$ cat src/rtl/sactag_pkg.sv
// Package for the set-associative cache tag store.
// Holds sizes, configuration register codes, item types and the set row layout.
// No dependencies; every other file but sactag_ram uses it.
package sactag_pkg;

    localparam int ADDR_W       = 32;
    localparam int TAG_W        = 32;
    localparam int STAMP_W      = 32;
    // Number of sets; a power of two
    localparam int MAX_SETS     = 64;
    localparam int NUM_WAYS     = 8;
    localparam int SET_W        = $clog2(MAX_SETS);
    localparam int MAX_SET_BITS = $clog2(MAX_SETS);
    localparam int WAY_W        = 3;
    localparam int LRU_LVLS     = $clog2(NUM_WAYS);

    // Configuration register widths and codes
    localparam int CFG_IDX_W    = 2;
    localparam int CFG_DATA_W   = 4;
    localparam int SBITS_W      = 3;
    localparam int OBITS_W      = 4;
    localparam int WAYS_CFG_W   = 4;
    localparam int SHAMT_W      = 5;

    localparam logic [CFG_IDX_W-1:0] CFG_SET_BITS    = 2'd0;
    localparam logic [CFG_IDX_W-1:0] CFG_OFFSET_BITS = 2'd1;
    localparam logic [CFG_IDX_W-1:0] CFG_WAYS        = 2'd2;

    localparam logic [SBITS_W-1:0]    SBITS_RST = 3'd4;
    localparam logic [OBITS_W-1:0]    OBITS_RST = 4'd3;
    localparam logic [WAYS_CFG_W-1:0] WAYS_RST  = 4'd8;

    // Depth of the queue between front and back
    localparam int QDEPTH = 2;
    localparam int QPTR_W = $clog2(QDEPTH);
    localparam int QCNT_W = $clog2(QDEPTH + 1);

    // Classified item handed from front to back
    typedef struct packed {
        logic                  func;
        logic [SET_W-1:0]      set;
        logic [TAG_W-1:0]      tag;
        logic [WAYS_CFG_W-1:0] ways;
    } t_work;

    // Result item
    typedef struct packed {
        logic             hit;
        logic             writeback;
        logic [WAY_W-1:0] way_used;
        logic             was_write;
    } t_rsp;

    // One set as stored in the tag memory
    typedef struct packed {
        logic [NUM_WAYS-1:0]              valid;
        logic [NUM_WAYS-1:0]              dirty;
        logic [NUM_WAYS-1:0][TAG_W-1:0]   tag;
        logic [NUM_WAYS-1:0][STAMP_W-1:0] stamp;
    } t_row;

    localparam int ROW_W = $bits(t_row);

    typedef enum logic [1:0] {
        BS_IDLE,
        BS_LOOK,
        BS_UPDATE
    } t_bstate;

endpackage

$ cat src/rtl/sactag_intf.sv
// Channel interfaces: access requests, results and configuration writes.
// Depends on sactag_pkg for field widths.
interface sactag_req_if;
    logic                          valid;
    logic                          ready;
    logic                          func;
    logic [sactag_pkg::ADDR_W-1:0] address;
    modport source (output valid, func, address, input ready);
    modport sink   (input valid, func, address, output ready);
endinterface


interface sactag_cfg_if;
    logic                              valid;
    logic                              ready;
    logic [sactag_pkg::CFG_IDX_W-1:0]  index;
    logic [sactag_pkg::CFG_DATA_W-1:0] data;
    modport source (output valid, index, data, input ready);
    modport sink   (input valid, index, data, output ready);
endinterface

$ cat src/rtl/sactag_front.sv
// Front end: configuration registers, request acceptance and address split.
// Depends on sactag_pkg and the channel interfaces.
module sactag_front (
    input  logic                i_clk,
    input  logic                i_rst_n,
    sactag_req_if.sink          i_req,
    sactag_cfg_if.sink          i_cfg,
    input  logic                i_full,
    output logic                o_push,
    output sactag_pkg::t_work   o_work
);
    import sactag_pkg::*;

    logic [SBITS_W-1:0]    r_sbits;
    logic [OBITS_W-1:0]    r_obits;
    logic [WAYS_CFG_W-1:0] r_ways;

    logic [SBITS_W-1:0]    s_eff;
    logic [WAYS_CFG_W-1:0] ways_eff;
    logic [SHAMT_W-1:0]    tag_sh;
    logic [ADDR_W-1:0]     above_off;
    logic [SET_W-1:0]      set_mask;

    // Take configuration writes at any time; unknown indexes are dropped
    assign i_cfg.ready = 1'b1;

    always_ff @(posedge i_clk) begin
        if (!i_rst_n) begin
            r_sbits <= SBITS_RST;
            r_obits <= OBITS_RST;
            r_ways  <= WAYS_RST;
        end else if (i_cfg.valid) begin
            unique case (i_cfg.index)
                CFG_SET_BITS:    r_sbits <= i_cfg.data[SBITS_W-1:0];
                CFG_OFFSET_BITS: r_obits <= i_cfg.data[OBITS_W-1:0];
                CFG_WAYS:        r_ways  <= i_cfg.data[WAYS_CFG_W-1:0];
                default: ;
            endcase
        end
    end

    // Saturate set bits and way count to what the store holds; a way count of zero counts as one
    always_comb begin
        s_eff = (r_sbits > SBITS_W'(MAX_SET_BITS)) ? SBITS_W'(MAX_SET_BITS) : r_sbits;
        if (r_ways == '0) begin
            ways_eff = WAYS_CFG_W'(1);
        end else if (r_ways > WAYS_CFG_W'(NUM_WAYS)) begin
            ways_eff = WAYS_CFG_W'(NUM_WAYS);
        end else begin
            ways_eff = r_ways;
        end
    end

    // Split the address into set and tag
    always_comb begin
        tag_sh    = SHAMT_W'(s_eff) + SHAMT_W'(r_obits);
        above_off = i_req.address >> r_obits;
        set_mask  = ~({SET_W{1'b1}} << s_eff);
        o_work.func = i_req.func;
        o_work.set  = above_off[SET_W-1:0] & set_mask;
        o_work.tag  = TAG_W'(i_req.address >> tag_sh);
        o_work.ways = ways_eff;
    end

    // Accept whenever the queue has room
    assign i_req.ready = !i_full;
    assign o_push      = i_req.valid && !i_full;

endmodule

$ cat src/flat_wrapper.sv
// flat-port wrapper written by rule: the top's interface ports become plain ports
module sactag_front_flat import sactag_pkg::*;
  (i_clk, i_rst_n, i_full, o_push, o_work, i_req_valid, i_req_func, i_req_address, i_req_ready, i_cfg_valid, i_cfg_index, i_cfg_data, i_cfg_ready);
  sactag_req_if i_req_i ();
  sactag_cfg_if i_cfg_i ();
  input  logic i_clk;
  input  logic i_rst_n;
  input  logic i_full;
  output logic o_push;
  output sactag_pkg::t_work o_work;
  input wire logic [$bits(i_req_i.valid)-1:0] i_req_valid;
  input wire logic [$bits(i_req_i.func)-1:0] i_req_func;
  input wire logic [$bits(i_req_i.address)-1:0] i_req_address;
  output wire logic [$bits(i_req_i.ready)-1:0] i_req_ready;
  input wire logic [$bits(i_cfg_i.valid)-1:0] i_cfg_valid;
  input wire logic [$bits(i_cfg_i.index)-1:0] i_cfg_index;
  input wire logic [$bits(i_cfg_i.data)-1:0] i_cfg_data;
  output wire logic [$bits(i_cfg_i.ready)-1:0] i_cfg_ready;
  assign i_req_i.valid = i_req_valid;
  assign i_req_i.func = i_req_func;
  assign i_req_i.address = i_req_address;
  assign i_req_ready = i_req_i.ready;
  assign i_cfg_i.valid = i_cfg_valid;
  assign i_cfg_i.index = i_cfg_index;
  assign i_cfg_i.data = i_cfg_data;
  assign i_cfg_ready = i_cfg_i.ready;
  sactag_front u_core (.i_clk(i_clk), .i_rst_n(i_rst_n), .i_req(i_req_i), .i_cfg(i_cfg_i), .i_full(i_full), .o_push(o_push), .o_work(o_work));
endmodule
$ cat config.mk
export PLATFORM = sky130hd
export DESIGN_NAME = sactag_front_flat
export DESIGN_NICKNAME = d
export VERILOG_FILES = /design/src/rtl/sactag_pkg.sv /design/src/rtl/sactag_intf.sv /design/src/rtl/sactag_front.sv /design/src/flat_wrapper.sv
export SDC_FILE = /design/constraint.sdc
export NUM_CORES = 1
export LEC_CHECK = 0
export BUFFER_PORTS_ARGS = -buffer_cell sky130_fd_sc_hd__buf_4
export CORE_ASPECT_RATIO = 1.75
export CORE_MARGIN = 3
export CORE_UTILIZATION = 49
export CTS_BUF_LIST = sky130_fd_sc_hd__clkbuf_8
export DETAILED_ROUTE_END_ITERATION = 10
export PLACE_DENSITY = 0.8
export REMOVE_ABC_BUFFERS = 1
export SYNTH_ARGS = -nofsm -noshare
export SYNTH_HDL_FRONTEND = slang
export SYNTH_SLANG_ARGS = --single-unit
export TNS_END_PERCENT = 50
$ cat constraint.sdc
create_clock -name i_clk -period 3.5 [get_ports i_clk]
set_clock_uncertainty 0.1 [all_clocks]
set_input_delay 0.175 -clock i_clk [delete_from_list [all_inputs] [get_ports i_clk]]
set_output_delay 0.175 -clock i_clk [all_outputs]
set_load 0.05 [all_outputs]
* Word-level counts from Yosys, hierarchy flattened
Cells that the tools add are included.
Word-level totals: memory bits (writable) 0, input port bits 44, word-level logic and storage cells 23, ROM bits 0, memories kept 0, bits in latches 0, bits in registers 11, output and inout port bits 46
Cells by class: add/subtract/negate cells 1, reduce and logical (&&, ||, !) cells 7, equal/unequal tests 2, $lt $le $gt $ge 2, div/mod/pow operators 0, bitwise gates (word level) 2, shift-type cells 3, multipliers 0, multiplexer cells 3
Operators with widths (count):
- $shr 32x4->6 | 1
- $shr 32x5->32 | 1
- $mux 4 | 2
- $and 6x6->6 | 1
- $not 6->6 | 1
- $reduce_and 2->1 | 3
- $shl 6x3->6 const A | 1
- $add 3x4->5 | 1
- $gt 4x4->1 const B | 1
- $logic_not 4->1 | 1
- $gt 3x3->1 const B | 1
- $mux 3 | 1
- $eq 2x1->1 const B | 1
- $eq 2x2->1 const B | 1
- $logic_not 2->1 | 1
- $logic_and 1x1->1 | 1
- $logic_not 1->1 | 1

* Depth between registers and ports, before layout
word-level depth 5, mapped depth 13, gate-level depth less buffers 10

* Worst setup path before layout
Ideal clock, no wire load.
path type register -> output, start point register u_core.r_sbits[2], end point output port o_work[5] (netlist bit), buffers on the path 3, required time 3225 ps, path slack -1115 ps, stages on the path, launching flop included 11, data arrival time 4340 ps, cell sequence dfxtp_1 buf_4 a21boi_4 clkbuf_1 ha_1 inv_1 fa_1 xnor2_1 buf_2 mux4_2 a311oi_1
RTL lines:
- start: declaration | RTL line sactag_front.sv:14 | logic [SBITS_W-1:0] r_sbits;
- start signal: assignment | RTL line sactag_front.sv:34 | CFG_SET_BITS: r_sbits <= i_cfg.data[SBITS_W-1:0];
- end: declaration | RTL line flat_wrapper.sv:10 | output sactag_pkg::t_work o_work;

==> metrics.txt <==
switch share ~55%; synth warn 0; arrival time worst endpoint around 3.2 ns; min-delay src i_rst_n; type of origin of the critical path flop; fraction of layout cells with a size suffix above 1 between 30% and 40%; Max Freq 0.2903 GHz; Pwr Density between 300 and 400 nW/µm²; Final setup viols 0; P_sw around 0.77 mW; Die Y-Extent approximately 110 µm; Final Wtd Congestion between 1 and 1.5; LEAKAGE between 1.5 and 2 nW; CORE AREA 5926 µm²; CTS max path bufs 2; DRT iter0 DRCs about 380; post-DP HPWL approximately 8700 µm; first-pass GRT wire length about 17000 µm; number of flops mapped to enable cells by yosys 0; Worst Setup Slack, final 0.05510 ns; #FFs+latches synth 11; Seq. cell area ~220 µm²; Clock Sinks 11; setup TNS 0 ns; drt first pass iters 5; Critical Path RT between 3 and 4 ns; Comb pwr share just over 80%; slowest cell delay on critical path approximately 0.48 ns; Pint between 0.6 and 0.7 mW; DIE WIDTH between 60 and 70 µm; std cell rows 37; RSZ-0062 raised after global routing yes; Worst Hold Class in -> reg; WS Path Type reg -> out; vias after detailed routing about 3400; fin nets ~490; largest net degree at the start of global routing 24; vias in the first global route approximately 3400; area of the multi-input gates around 2600 µm²; CTS clock-pin slew for the worst setup and hold paths ~0.05 ns; cell seen most often among critical-path stages mux4_2; Clock power frac 8.8%; post-route ant nets 0; total gr overflow 0; Max-slew headroom around 60%; n_diodes 0; Clock Latency Late Sink roughly 0.24 ns; CTS Buf Count 3; sequential fraction of the synthesis area about 7.3%; Max Slew Vio Count 0; total chip power around 1.4 mW; die area slightly above 7000 µm²; CTS root buf clkbuf_8; routed wire length ~11000 µm; worst-path cell chain a21boi_4, ha_1, inv_1, fa_2, xnor2_2, buf_6, mux4_2, mux4_2, mux2_2, buf_4; Hold Fails Final Rpt 0; commonest non-fill, non-tap cell in the layout buf_4; I/O Pins 90; DR WL/cell 20.27 µm; crit path from u_core.r_sbits[0]$_SDFFE_PN0P_; Peak VDD IR just under 0.0003 V; Avg Cell Area, Syn approximately 8.3 µm²; cell area after synthesis about 3000 µm²; status complete, no violations; Remaining DRCs 0; initial antenna violation count 0; CP max stage cell mux4_2; actual slew at the worst max-slew pin slightly above 0.6 ns; FF-to-FF Start u_core.r_sbits[1]$_SDFFE_PN0P_; Max Cap Viol 0; CTS tree yes; worst-path maximum fanout 12; dpl ws 0.1444 ns; Synth cell types 54; Initial Util between 50% and 60%; htree depth 1; Tcrit/Tclk final a little over nine tenths; Mapped Cells between 300 and 400; PortBufs between 80 and 90; FILL cells roughly 520; Sequential Power Share 9.6%; most frequent cells in the layout buf_4, nand2_1, mux2i_1; Synth Flop Type dfxtp_1; cts hold-fix bufs 0; crit end category output port; Layout area overhead 29.68%; min cycle time layout around 3.4 ns; GRT Util Overall around 30%; Via density 6.559; fraction of registers with async set or reset after synthesis 0%
==> synthesized netlist by cell type, drive strengths merged (2+ instances only) <==
cell | n | area (µm²)
nor3 | 9 | 45.04
nor2 | 28 | 105.1
nand2b | 9 | 56.30
inv | 8 | 30.03
buf | 8 | 57.55
mux4 | 30 | 675.7
o32ai | 2 | 17.52
and2 | 2 | 12.51
mux2i | 41 | 410.4
a21oi | 21 | 105.1
nor2b | 12 | 75.07
a221oi | 3 | 26.28
nand2 | 43 | 161.4
a211oi | 11 | 82.58
clkbuf | 25 | 93.84
a221o | 2 | 20.02
and3 | 7 | 43.79
o211ai | 2 | 15.01
o2bb2ai | 5 | 43.79
ha | 3 | 37.54
a21boi | 3 | 33.78
dfxtp | 11 | 220.2
a41oi | 2 | 17.52
a311oi | 2 | 17.52
a32o | 2 | 20.02
nand3 | 12 | 60.06
nand3b | 2 | 15.01
o221a | 2 | 22.52
xnor2 | 5 | 62.56
a21o | 4 | 30.03
o21ai | 13 | 65.06
mux2 | 15 | 168.9
o22ai | 3 | 18.77
==> repair_timing <==
action,in CTS,in global routing
resized for setup,4,3
buffers inserted,1,0
setup endpoints to repair,3,9
gates cloned,0,0
pin swaps,1,1
==> power by group through the flow <==
| stage | combinational, mW | sequential (mW) | clock (mW) |
|---|---|---|---|
| global route | 1.20 | 0.136 | 0.133 |
| detailed placement | 1.12 | 0.138 | 0 |
| global placement | 1.12 | 0.138 | 0 |
| finish | 1.15 | 0.136 | 0.124 |
| CTS | 1.13 | 0.135 | 0.126 |
| floorplan | 0.760 | 0.143 | 0 |
==> flip-flops by register name (all words and copies together), names as in the netlist <==
| register | cells |
|---|---|
| u_core.r_obits | 4 |
| u_core.r_sbits | 3 |
| u_core.r_ways | 4 |
==> final timing paths <==
path,end,slack [ns],cells after the start
setup reg to reg,u_core.r_sbits[1]$_SDFFE_PN0P_,2.44,5
setup / recovery,o_work[9],0.06,10
hold / removal,u_core.r_ways[3]$_SDFFE_PN1P_,0.06,2
hold reg to reg,u_core.r_ways[0]$_SDFFE_PN0P_,0.43,2
==> area by class of cell <==
class | count | share of cell area [%]
timing repair buffer | 111 | 22.24
multi-input combinational | 310 | 67.63
sequential | 11 | 5.689
inverter | 8 | 0.7715
clock buffer | 3 | 1.061
tap | 78 | 2.507
clock inverter | 1 | 0.09643
==> worst max-delay path: cells and delay by family (launching register included) <==
| family | cells | cell delay [ns] |
|---|---|---|
| flip-flops | 1 | 0.35 |
| buffers and inverters | 3 | 0.46 |
| AO/OA/AOI/OAI | 1 | 0.18 |
| multiplexers | 3 | 1.12 |
| XOR/XNOR | 1 | 0.25 |
| adder cells (fa/ha/maj) | 2 | 0.57 |
==> through the flow <==
| step | area, µm² | utilization (%) | hold slack, ns | cells |
|---|---|---|---|---|
| final | 3892 | 65.69 | 0.06240 | 522 |
| after global routing | 3892 | 65.69 | 0.07025 | 522 |
| after CTS | 3876 | 65.41 | 0.06222 | 522 |
| after detailed placement | 3806 | 64.23 | 0.2503 | 517 |
| after global placement | 3806 | 64.23 | 0.2503 | 517 |
| after floorplan | 2850 | - | 0.1369 | 329 |
==> logic make-up (layout without fill, tap and decap cells) <==
group / count (synthesis) / in the layout / share of synthesized area, %
flops: 11 / 11 / 7.336
xor+xnor: 6 / 6 / 2.376
compound gates: 87 / 87 / 20.80
buf+inv: 41 / 123 / 6.044
other cells: 1 / 1 / 0.1249
mux: 86 / 86 / 41.81
simple gates: 126 / 126 / 19.59
fa+ha+maj: 4 / 4 / 1.918
==> per-layer routing <==
metal	track usage [%]	share of wire, %	up-vias
met4	17.51	6.8	0
li1	-	-	1546
met5	0	0	-
met2	55.40	53	228
met3	2.658	6.1	49
met1	32.51	34	1601
Power figures use the tool's default switching activity.
