**src/rtl/sactag_pkg.sv**
```systemverilog
// Package for the set-associative cache tag store.
// Holds sizes, configuration register codes, item types and the set row layout.
// No dependencies; every other file but sactag_ram uses it.
package sactag_pkg;

    localparam int ADDR_W       = 32;
    localparam int TAG_W        = 32;
    localparam int STAMP_W      = 32;
    // Number of sets; a power of two
    localparam int MAX_SETS     = 64;
    localparam int NUM_WAYS     = 8;
    localparam int SET_W        = $clog2(MAX_SETS);
    localparam int MAX_SET_BITS = $clog2(MAX_SETS);
    localparam int WAY_W        = 3;
    localparam int LRU_LVLS     = $clog2(NUM_WAYS);

    // Configuration register widths and codes
    localparam int CFG_IDX_W    = 2;
    localparam int CFG_DATA_W   = 4;
    localparam int SBITS_W      = 3;
    localparam int OBITS_W      = 4;
    localparam int WAYS_CFG_W   = 4;
    localparam int SHAMT_W      = 5;

    localparam logic [CFG_IDX_W-1:0] CFG_SET_BITS    = 2'd0;
    localparam logic [CFG_IDX_W-1:0] CFG_OFFSET_BITS = 2'd1;
    localparam logic [CFG_IDX_W-1:0] CFG_WAYS        = 2'd2;

    localparam logic [SBITS_W-1:0]    SBITS_RST = 3'd4;
    localparam logic [OBITS_W-1:0]    OBITS_RST = 4'd3;
    localparam logic [WAYS_CFG_W-1:0] WAYS_RST  = 4'd8;

    // Depth of the queue between front and back
    localparam int QDEPTH = 2;
    localparam int QPTR_W = $clog2(QDEPTH);
    localparam int QCNT_W = $clog2(QDEPTH + 1);

    // Classified item handed from front to back
    typedef struct packed {
        logic                  func;
        logic [SET_W-1:0]      set;
        logic [TAG_W-1:0]      tag;
        logic [WAYS_CFG_W-1:0] ways;
    } t_work;

    // Result item
    typedef struct packed {
        logic             hit;
        logic             writeback;
        logic [WAY_W-1:0] way_used;
        logic             was_write;
    } t_rsp;

    // One set as stored in the tag memory
    typedef struct packed {
        logic [NUM_WAYS-1:0]              valid;
        logic [NUM_WAYS-1:0]              dirty;
        logic [NUM_WAYS-1:0][TAG_W-1:0]   tag;
        logic [NUM_WAYS-1:0][STAMP_W-1:0] stamp;
    } t_row;

    localparam int ROW_W = $bits(t_row);

    typedef enum logic [1:0] {
        BS_IDLE,
        BS_LOOK,
        BS_UPDATE
    } t_bstate;

endpackage

```
**src/rtl/sactag_fifo.sv**
```systemverilog
// Short queue of classified items between front and back.
// Depends on sactag_pkg.
module sactag_fifo (
    input  logic                i_clk,
    input  logic                i_rst_n,
    input  logic                i_push,
    input  sactag_pkg::t_work   i_work,
    output logic                o_full,
    input  logic                i_pop,
    output logic                o_valid,
    output sactag_pkg::t_work   o_work
);
    import sactag_pkg::*;

    t_work             r_mem [QDEPTH];
    logic [QPTR_W-1:0] r_wptr;
    logic [QPTR_W-1:0] r_rptr;
    logic [QCNT_W-1:0] r_count;

    assign o_full  = (r_count == QCNT_W'(QDEPTH));
    assign o_valid = (r_count != '0);
    assign o_work  = r_mem[r_rptr];

    // Store pushed items
    always_ff @(posedge i_clk) begin
        if (i_push) begin
            r_mem[r_wptr] <= i_work;
        end
    end

    // Advance pointers and fill count
    always_ff @(posedge i_clk) begin
        if (!i_rst_n) begin
            r_wptr  <= '0;
            r_rptr  <= '0;
            r_count <= '0;
        end else begin
            if (i_push) begin
                r_wptr <= (r_wptr == QPTR_W'(QDEPTH - 1)) ? '0 : r_wptr + 1'b1;
            end
            if (i_pop) begin
                r_rptr <= (r_rptr == QPTR_W'(QDEPTH - 1)) ? '0 : r_rptr + 1'b1;
            end
            if (i_push && !i_pop) begin
                r_count <= r_count + 1'b1;
            end else if (i_pop && !i_push) begin
                r_count <= r_count - 1'b1;
            end
        end
    end

endmodule

```
**config.mk**
```make
export PLATFORM = sky130hd
export DESIGN_NAME = sactag_fifo
export DESIGN_NICKNAME = d
export VERILOG_FILES = /design/src/rtl/sactag_pkg.sv /design/src/rtl/sactag_fifo.sv
export SDC_FILE = /design/constraint.sdc
export NUM_CORES = 1
export LEC_CHECK = 0
export CAP_MARGIN = 20
export CORE_MARGIN = 8
export CORE_UTILIZATION = 50
export CTS_BUF_LIST = sky130_fd_sc_hd__clkbuf_4 sky130_fd_sc_hd__clkbuf_8 sky130_fd_sc_hd__clkbuf_16
export CTS_CLUSTER_SIZE = 20
export DETAILED_ROUTE_END_ITERATION = 12
export DONT_BUFFER_PORTS = 1
export GPL_TIMING_DRIVEN = 0
export PLACE_DENSITY_LB_ADDON = 0.15
export SKIP_CTS_REPAIR_TIMING = 1
export SLEW_MARGIN = 10
export SYNTH_ARGS = -nofsm -noshare
export SYNTH_HDL_FRONTEND = slang
export SYNTH_SLANG_ARGS = --single-unit
```
**constraint.sdc**
```tcl
create_clock -name i_clk -period 5.7 [get_ports i_clk]
set_input_delay 0.57 -clock i_clk [delete_from_list [all_inputs] [get_ports i_clk]]
set_output_delay 0.57 -clock i_clk [all_outputs]
set_load 0.01 [all_outputs]
```
After elaboration in Yosys (flattened, before gate mapping)
Memories as Yosys holds them, arrays and structs flattened. A register that Yosys moved wholly into a read port is not among the register bits. Index checks and enable logic that the tools add are counted.

Register bits: 4. Bits in writable memories: 86. Output and inout port bits: 45. Memories: 1.

Add/sub/neg operators: 4. Equal/unequal tests: 1. Muxes and demuxes: 8. Reductions and logical operators: 6.

Memories: r_mem (depth 2, width 43, rd ports 1, clocked after memory_dff 1, write ports 1, RTL line sactag_fifo.sv:15) `t_work r_mem [QDEPTH];`.

Operators by type and width (count): 2-to-1 mux 1 bit (6); 2-to-1 mux 2 bit (2); nonzero test 2 bit (2); adder 1 bit (second input constant) (2); adder 2 x 1 -> 2 bit (second input constant) (1); equality test 2 bit (second input constant) (1); logical AND 1 bit (2); zero test 1 bit (2); subtractor 2 x 1 -> 2 bit (second input constant) (1).

Longest topological paths before layout
Gate-level depths: netlist of run 1.

Depth in word-level cells: 4. Depth in mapped cells: 5. Mapped depth without buffers: 5.

Worst setup path before layout of run 1
OpenSTA, ideal clock, no wires.

Path kind: input -> register. Start: in i_push. End: mem r_mem[0][0] in the netlist's numbering (enable). Library setup time: 0.450 ns. Arrival: 2.518 ns. Required time: 5.250 ns. Path slack: 2.732 ns. Cell stages on the path: 1. Path buffers: 0. Cell sequence: nor2b_1.

Word-level cells in the longest chain between the ends: 2.

RTL lines: from (decl) (RTL line sactag_fifo.sv:6) `input logic i_push,`; 2-to-1 mux 1 bit (RTL line sactag_fifo.sv:26) `if (i_push) begin`; 2-to-1 mux 1 bit (not written as such) (RTL line sactag_fifo.sv:27) `r_mem[r_wptr] <= i_work;`; to (decl) (RTL line sactag_fifo.sv:15).

No other way between the ends.

==> out/metrics.cfg, run 1 <==
[sta]
drv_slew=0
final-hold-violation-count=0
fin_crit_sh_pct=35.2
setup_tns_ns=0
fmax_mhz=498
setup_viol=0
fin_crit_ns=2.01
slew_headroom_pct=54.4
fin_skew_ns=0.00632
worst_slew_pin_slew_ns=0.683
rsz0062_at_grt=false

[global_route]
grt_pass1_vias=1521
grt.total_usage_pct=12.0
grt_pass1_wl_mm=8.61
antenna_found_initial=0
grt_max_degree=25
grt.overflow.total=0

[clock_network]
cts_max_path_buffers=2
cts_buffers=9
h-tree-depth=3
clock_sinks=91
cts_root_buf=clkbuf_8
clk_latency_ns=0.34
cts_tree=done
cts.clk_slew.worst_paths_ns=0.08

[route]
drc_errors=0
num_vias=1372
wirelength_mm=5.60
wl_per_cell_um=22.4
drt_iter0_markers=46
ant_nets=0
avgViaCountPerCell=5.49
first_pass_iters=4

[worst_setup_path]
crit_end=o_work[9]
reg2reg_depth=2
cp-end-kind=output pin
worst_r2r_endpoint=r_mem[1][11]$_DFFE_PP_
r2r_start=r_wptr$_SDFFE_PN0P_
critPathLaunchType=register
reg2reg_slack_ns=4.22
crit_type=register to output pin
cp.arrival_ns=1.44
crit_required_ns=5.13
crit_fanout=10

[job]
max-cap-violations=0

[logic_synthesis]
ys_top_cells_by_area=edfxtp_1 (78%), mux2_2 (15%), dfxtp_1 (3.0%)
yosys.area.top_type=edfxtp_1
synth-seq-cells=91
yosysWarnings=0
synth_nets=204
netlist_area_mm2=0.00332
seq_area_frac_synth_pct=80.7
netlist.area_leader.share_pct=77.7
synth.distinct_cells=17
syn_inst=156
syn_avg_cell_area_um2=21.3

[status]
status=complete, no violations

[finish]
antenna_cells=0
syn_to_final_growth_pct=9.71
layout.nets=217
layout-drive-gt1-share_pct=38.7
final_core_util_pct=57.1

[die]
start_util_pct=52.0
coreArea_mm2=0.00639
die_area_mm2=0.00951
top_level_ports=92
die_h_um=97.5
rows=29
die_w_um=97.5

[placement]
dp_hpwl_mm=3.95
gp_congestion=0.678
io_buffers=0

[power_and_ir_drop]
irDropWorstVdd_uv=194
sw_frac_of_total_pct=21.9
power_frac_clock_pct=28.7
p_switching_w=0.000274
p_leak_nw=1.20
p_seq_share_pct=62.3
p_per_area_mw_per_mm2=344
p_int_w=0.000979
combinationalPowerShare_pct=9.1

[min_path]
min_path_type=primary input to register
holdPathStages=0

[power groups by stage]
stage / Sequential, W / Clock (W) / Combinational (W)
after floorplan: 0.000793 / 0 / 0.0000912
after global placement: 0.000795 / 0 / 0.000109
after detailed placement: 0.000796 / 0 / 0.000117
after CTS: 0.000781 / 0.000371 / 0.000117
after global routing: 0.000784 / 0.000396 / 0.000124
final: 0.000780 / 0.000359 / 0.000114
[per-layer routing]
| metal | wire length [µm] | global-route usage [%] |
|---|---|---|
| met1 | 1950 | 11.4 |
| met2 | 2950 | 20.4 |
| met5 | 0 | 0 |
| met4 | 64 | 5.59 |
| met3 | 642 | 6.97 |
[worst min path at each step]
stage / startpoint / end / slack (ns)
6_report: i_work[18] / r_mem[1][18]$_DFFE_PP_ / 0.32
4_1_cts: i_work[13] / r_mem[0][13]$_DFFE_PP_ / 0.30
2_1_floorplan: r_count[1]$_SDFFE_PN0P_ / r_count[1]$_SDFFE_PN0P_ / 0.46
3_3_place_gp: r_count[1]$_SDFFE_PN0P_ / r_count[1]$_SDFFE_PN0P_ / 0.47
3_5_place_dp: r_count[1]$_SDFFE_PN0P_ / r_count[1]$_SDFFE_PN0P_ / 0.50
5_1_grt: i_work[39] / r_mem[1][39]$_DFFE_PP_ / 0.29
[cell usage in the layout, fill, tap and decap left out]
master	instances
nor2b_4	1
and2b_2	1
clkinv_4	1
clkinv_1	2
buf_2	1
a21boi_1	1
nor2b_1	1
and2_2	1
or2_2	1
xor2_1	2
edfxtp_1	86
dfxtp_1	5
buf_4	4
or3_1	1
o21ai_0	1
inv_1	1
buf_16	2
clkbuf_8	9
mux2_2	43
ha_1	1
clkbuf_4	1
and2_1	3
xnor2_1	1
o21a_1	1
clkinvlp_4	2
[flip-flops by register name (all words and copies together), names as in the netlist, named ones only]
name     count
r_wptr       1
r_count      2
r_rptr       1
r_mem       86
[cells by family (layout without fill, tap and decap cells)]
family	Yosys count	in the layout	synth area share [%]
and+or+nand+nor	9	9	1.77
DFF	91	91	80.7
AOI/OAI and AO/OA	3	3	0.602
xor gates and xnor gates	3	3	0.791
muxes	43	43	14.6
buffers and inverters	6	23	1.17
adders and majority gates	1	1	0.376
[synth_stat cells]
cell type	number
dfxtp_1	5
and2b_2	1
ha_1	1
buf_4	4
xnor2_1	1
inv_1	1
xor2_1	2
edfxtp_1	86
o21ai_0	1
and2_1	4
buf_2	1
or3_1	1
or2_2	1
nor2b_1	2
o21a_1	1
mux2_2	43
a21boi_1	1
[stage by stage]
stage	total power, W	setup slack (ns)	hold WS [ns]	area, µm²	cells
final	0.00125	3.69	0.318	3650	250
after detailed placement	0.000913	3.97	0.503	3480	235
after CTS	0.00127	3.64	0.303	3650	250
after global routing	0.00130	3.57	0.294	3650	250
after floorplan	0.000884	2.73	0.461	3320	156
after global placement	0.000905	1.89	0.471	3420	233
[area by class of cell]
cell class	count	area [µm²]
clock buffers	10	131
flip-flops and latches	91	2680
fillers	489	2740
repair buffers	2	55.1
inverters	1	3.75
clock inverters	5	31.3
multi-input cells	59	611
plain buffers	5	35.0
well taps	77	96.3
[worst max-delay path, cell delays in order (launching register included)]
cell and delay, ns:
dfxtp_1 0.31, buf_2 0.18, buf_4 0.22, mux2_2 0.39
No activity file was read; power rests on OpenSTA's default activity.
==> run 2, diff against run 1 <==
Settings changed: ABC_AREA set to 1.
Clock period 5.7 ns to 1.7 ns, I/O delays scaled along.
==> out/metrics.cfg, run 2 <==
[worst_setup_path]
critPathTopFamily=flip-flops
critPathBufInv=2
worstPathCellList=buf_6 > buf_12 > mux2_4
cp.arrival_ns=1.34
crit_fanout=10
r2r_start=r_wptr$_SDFFE_PN0P_
crit_type=register to output pin
crit_slowest_cell=dfxtp_1
cp-end-kind=output pin
crit_required_ns=1.53
slowest_delay_ns=0.33
critPathLaunchType=register

[min_path]
min-delay-start=i_pop
min_path_type=primary input to register

[logic_synthesis]
yosysWarnings=0
syn_inst=169
netlist_area_mm2=0.00354
synth_nets=217
synthArstFlopShare_pct=0
synth.distinct_cells=14
synth-seq-cells=91
synth_most_common_cell=edfxtp_1
ys_top_cells_by_area=edfxtp_1 (73%), mux2_4 (17%), dfxtp_1 (2.8%)
seq_area_frac_synth_pct=75.9
synth_edf_count=86
yosys.area.top_type=edfxtp_1
synth_flop_cell=edfxtp_1
syn_avg_cell_area_um2=20.9
netlist.area_leader.share_pct=73.0
synth_commonest_cells=edfxtp_1 (86), mux2_4 (40), nand2_1 (9)

[clock_network]
cts_buffers=9
cts_tree=done
h-tree-depth=3
cts.clk_slew.worst_paths_ns=0.09
cts_max_path_buffers=2
clock_sinks=91
cts_root_buf=clkbuf_8
clk_latency_ns=0.35

[route]
drt_iter0_markers=59
wl_per_cell_um=19.2
avgViaCountPerCell=5.01
num_vias=1648
first_pass_iters=4
ant_nets=0
wirelength_mm=6.33
drc_errors=0

[power_and_ir_drop]
p_seq_share_pct=55.8
power_frac_clock_pct=32.9
p_switching_w=0.00101
combinationalPowerShare_pct=11.4
p_leak_nw=1.63
p_int_w=0.00369
finalPower_w=0.00469
irDropWorstVdd_uv=882
p_per_area_mw_per_mm2=1070
sw_frac_of_total_pct=21.5

[status]
status=complete, no violations

[sta]
final-hold-violation-count=0
worst_slew_pin_slew_ns=0.668
fin_crit_sh_pct=88.6
rsz0062_at_grt=false
holdWs_ns=0.000449
drv_slew=0
setup_viol=0
slew_headroom_pct=55.3
fin_skew_ns=0.00843
fin_crit_ns=1.51
fmax_mhz=664

[global_route]
grt_pass1_vias=1625
grt.overflow.total=0
grt.total_usage_pct=11.6
grt_max_degree=24
grtUsageMet2_pct=20.0
met3_usage_pct=7.61
met1_usage_pct=10.4
gr-max-usage-layer=met2
grt_pass1_wl_mm=8.47
antenna_found_initial=0

[die]
start_util_pct=51.8
coreArea_mm2=0.00683
top_level_ports=92
die_h_um=100
die_area_mm2=0.0100
rows=30
die_w_um=100

[finish]
antenna_cells=0
final_cells=329
largest_reg_flops=86
fin_area_mm2=0.00439
layout_commonest_cell=edfxtp_1
final_core_util_pct=64.3
syn_to_final_growth_pct=24.3
layout_common_cells=edfxtp_1 (86), dlygate4sd3_1 (46), mux2_4 (40)
layout.nets=276
layout-drive-gt1-share_pct=28.8
top_regs=r_mem x86, r_count x2
regMostFlops=r_mem

[placement]
dp_hpwl_mm=4.18
io_buffers=0
dp.cells=267
place_area_mm2=0.00372
gp_congestion=0.707

[job]
max-cap-violations=0

-- run 2: cells by family (layout without fill, tap and decap cells) --
kind of cell	Yosys count	count (layout)	share of synthesized area, %
AOI/OAI and AO/OA	2	2	0.283
DFF	91	91	75.9
buffers and inverters	13	77	3.43
and+or+nand+nor	19	19	2.12
adders and majority gates	1	1	0.354
muxes	43	43	17.9
-- run 2: power by group through the flow --
stage | Clock [W] | Combinational (W) | Sequential (W)
after floorplan | 0 | 0.000352 | 0.00266
final | 0.00154 | 0.000533 | 0.00262
after global placement | 0 | 0.000407 | 0.00267
after CTS | 0.00158 | 0.000440 | 0.00262
after detailed placement | 0 | 0.000439 | 0.00267
after global routing | 0.00168 | 0.000570 | 0.00263
-- run 2: routing by layer --
layer  wire length (µm)  vias up
met3                589       10
met4                 89        0
li1                   -      756
met1               2210      816
met2               3430       66
met5                  0        -
-- run 2: worst min-delay path, stage by stage --
cell,delay (ns)
nand2_1,0.04
nand2_1,0.07
nor2_1,0.04
-- run 2: per-stage QoR --
step	setup WS, ns	TNS (ns)
finish	0.194	0
global route	0.118	0
CTS	0.159	0
detailed placement	0.212	0
global placement	-0.370	-15.83
floorplan	-0.000547	-0.0235
-- run 2: final cells by class --
cell class | instances | area [µm²]
clock buffers | 9 | 124
inverters | 8 | 30.0
fillers | 479 | 2440
well taps | 96 | 120
flip-flops and latches | 91 | 2680
clock inverters | 7 | 91.3
repair buffers | 48 | 515
plain buffers | 5 | 91.3
multi-input cells | 65 | 739
-- run 2: final timing paths --
path	endpoint	slack (ns)	depth (start not counted)
hold reg to reg	r_rptr$_SDFFE_PN0P_	0.52	2
setup reg to reg	r_mem[0][12]$_DFFE_PP_	0.23	2
setup / recovery	o_work[32]	0.19	3
hold / removal	r_rptr$_SDFFE_PN0P_	0.0004	3
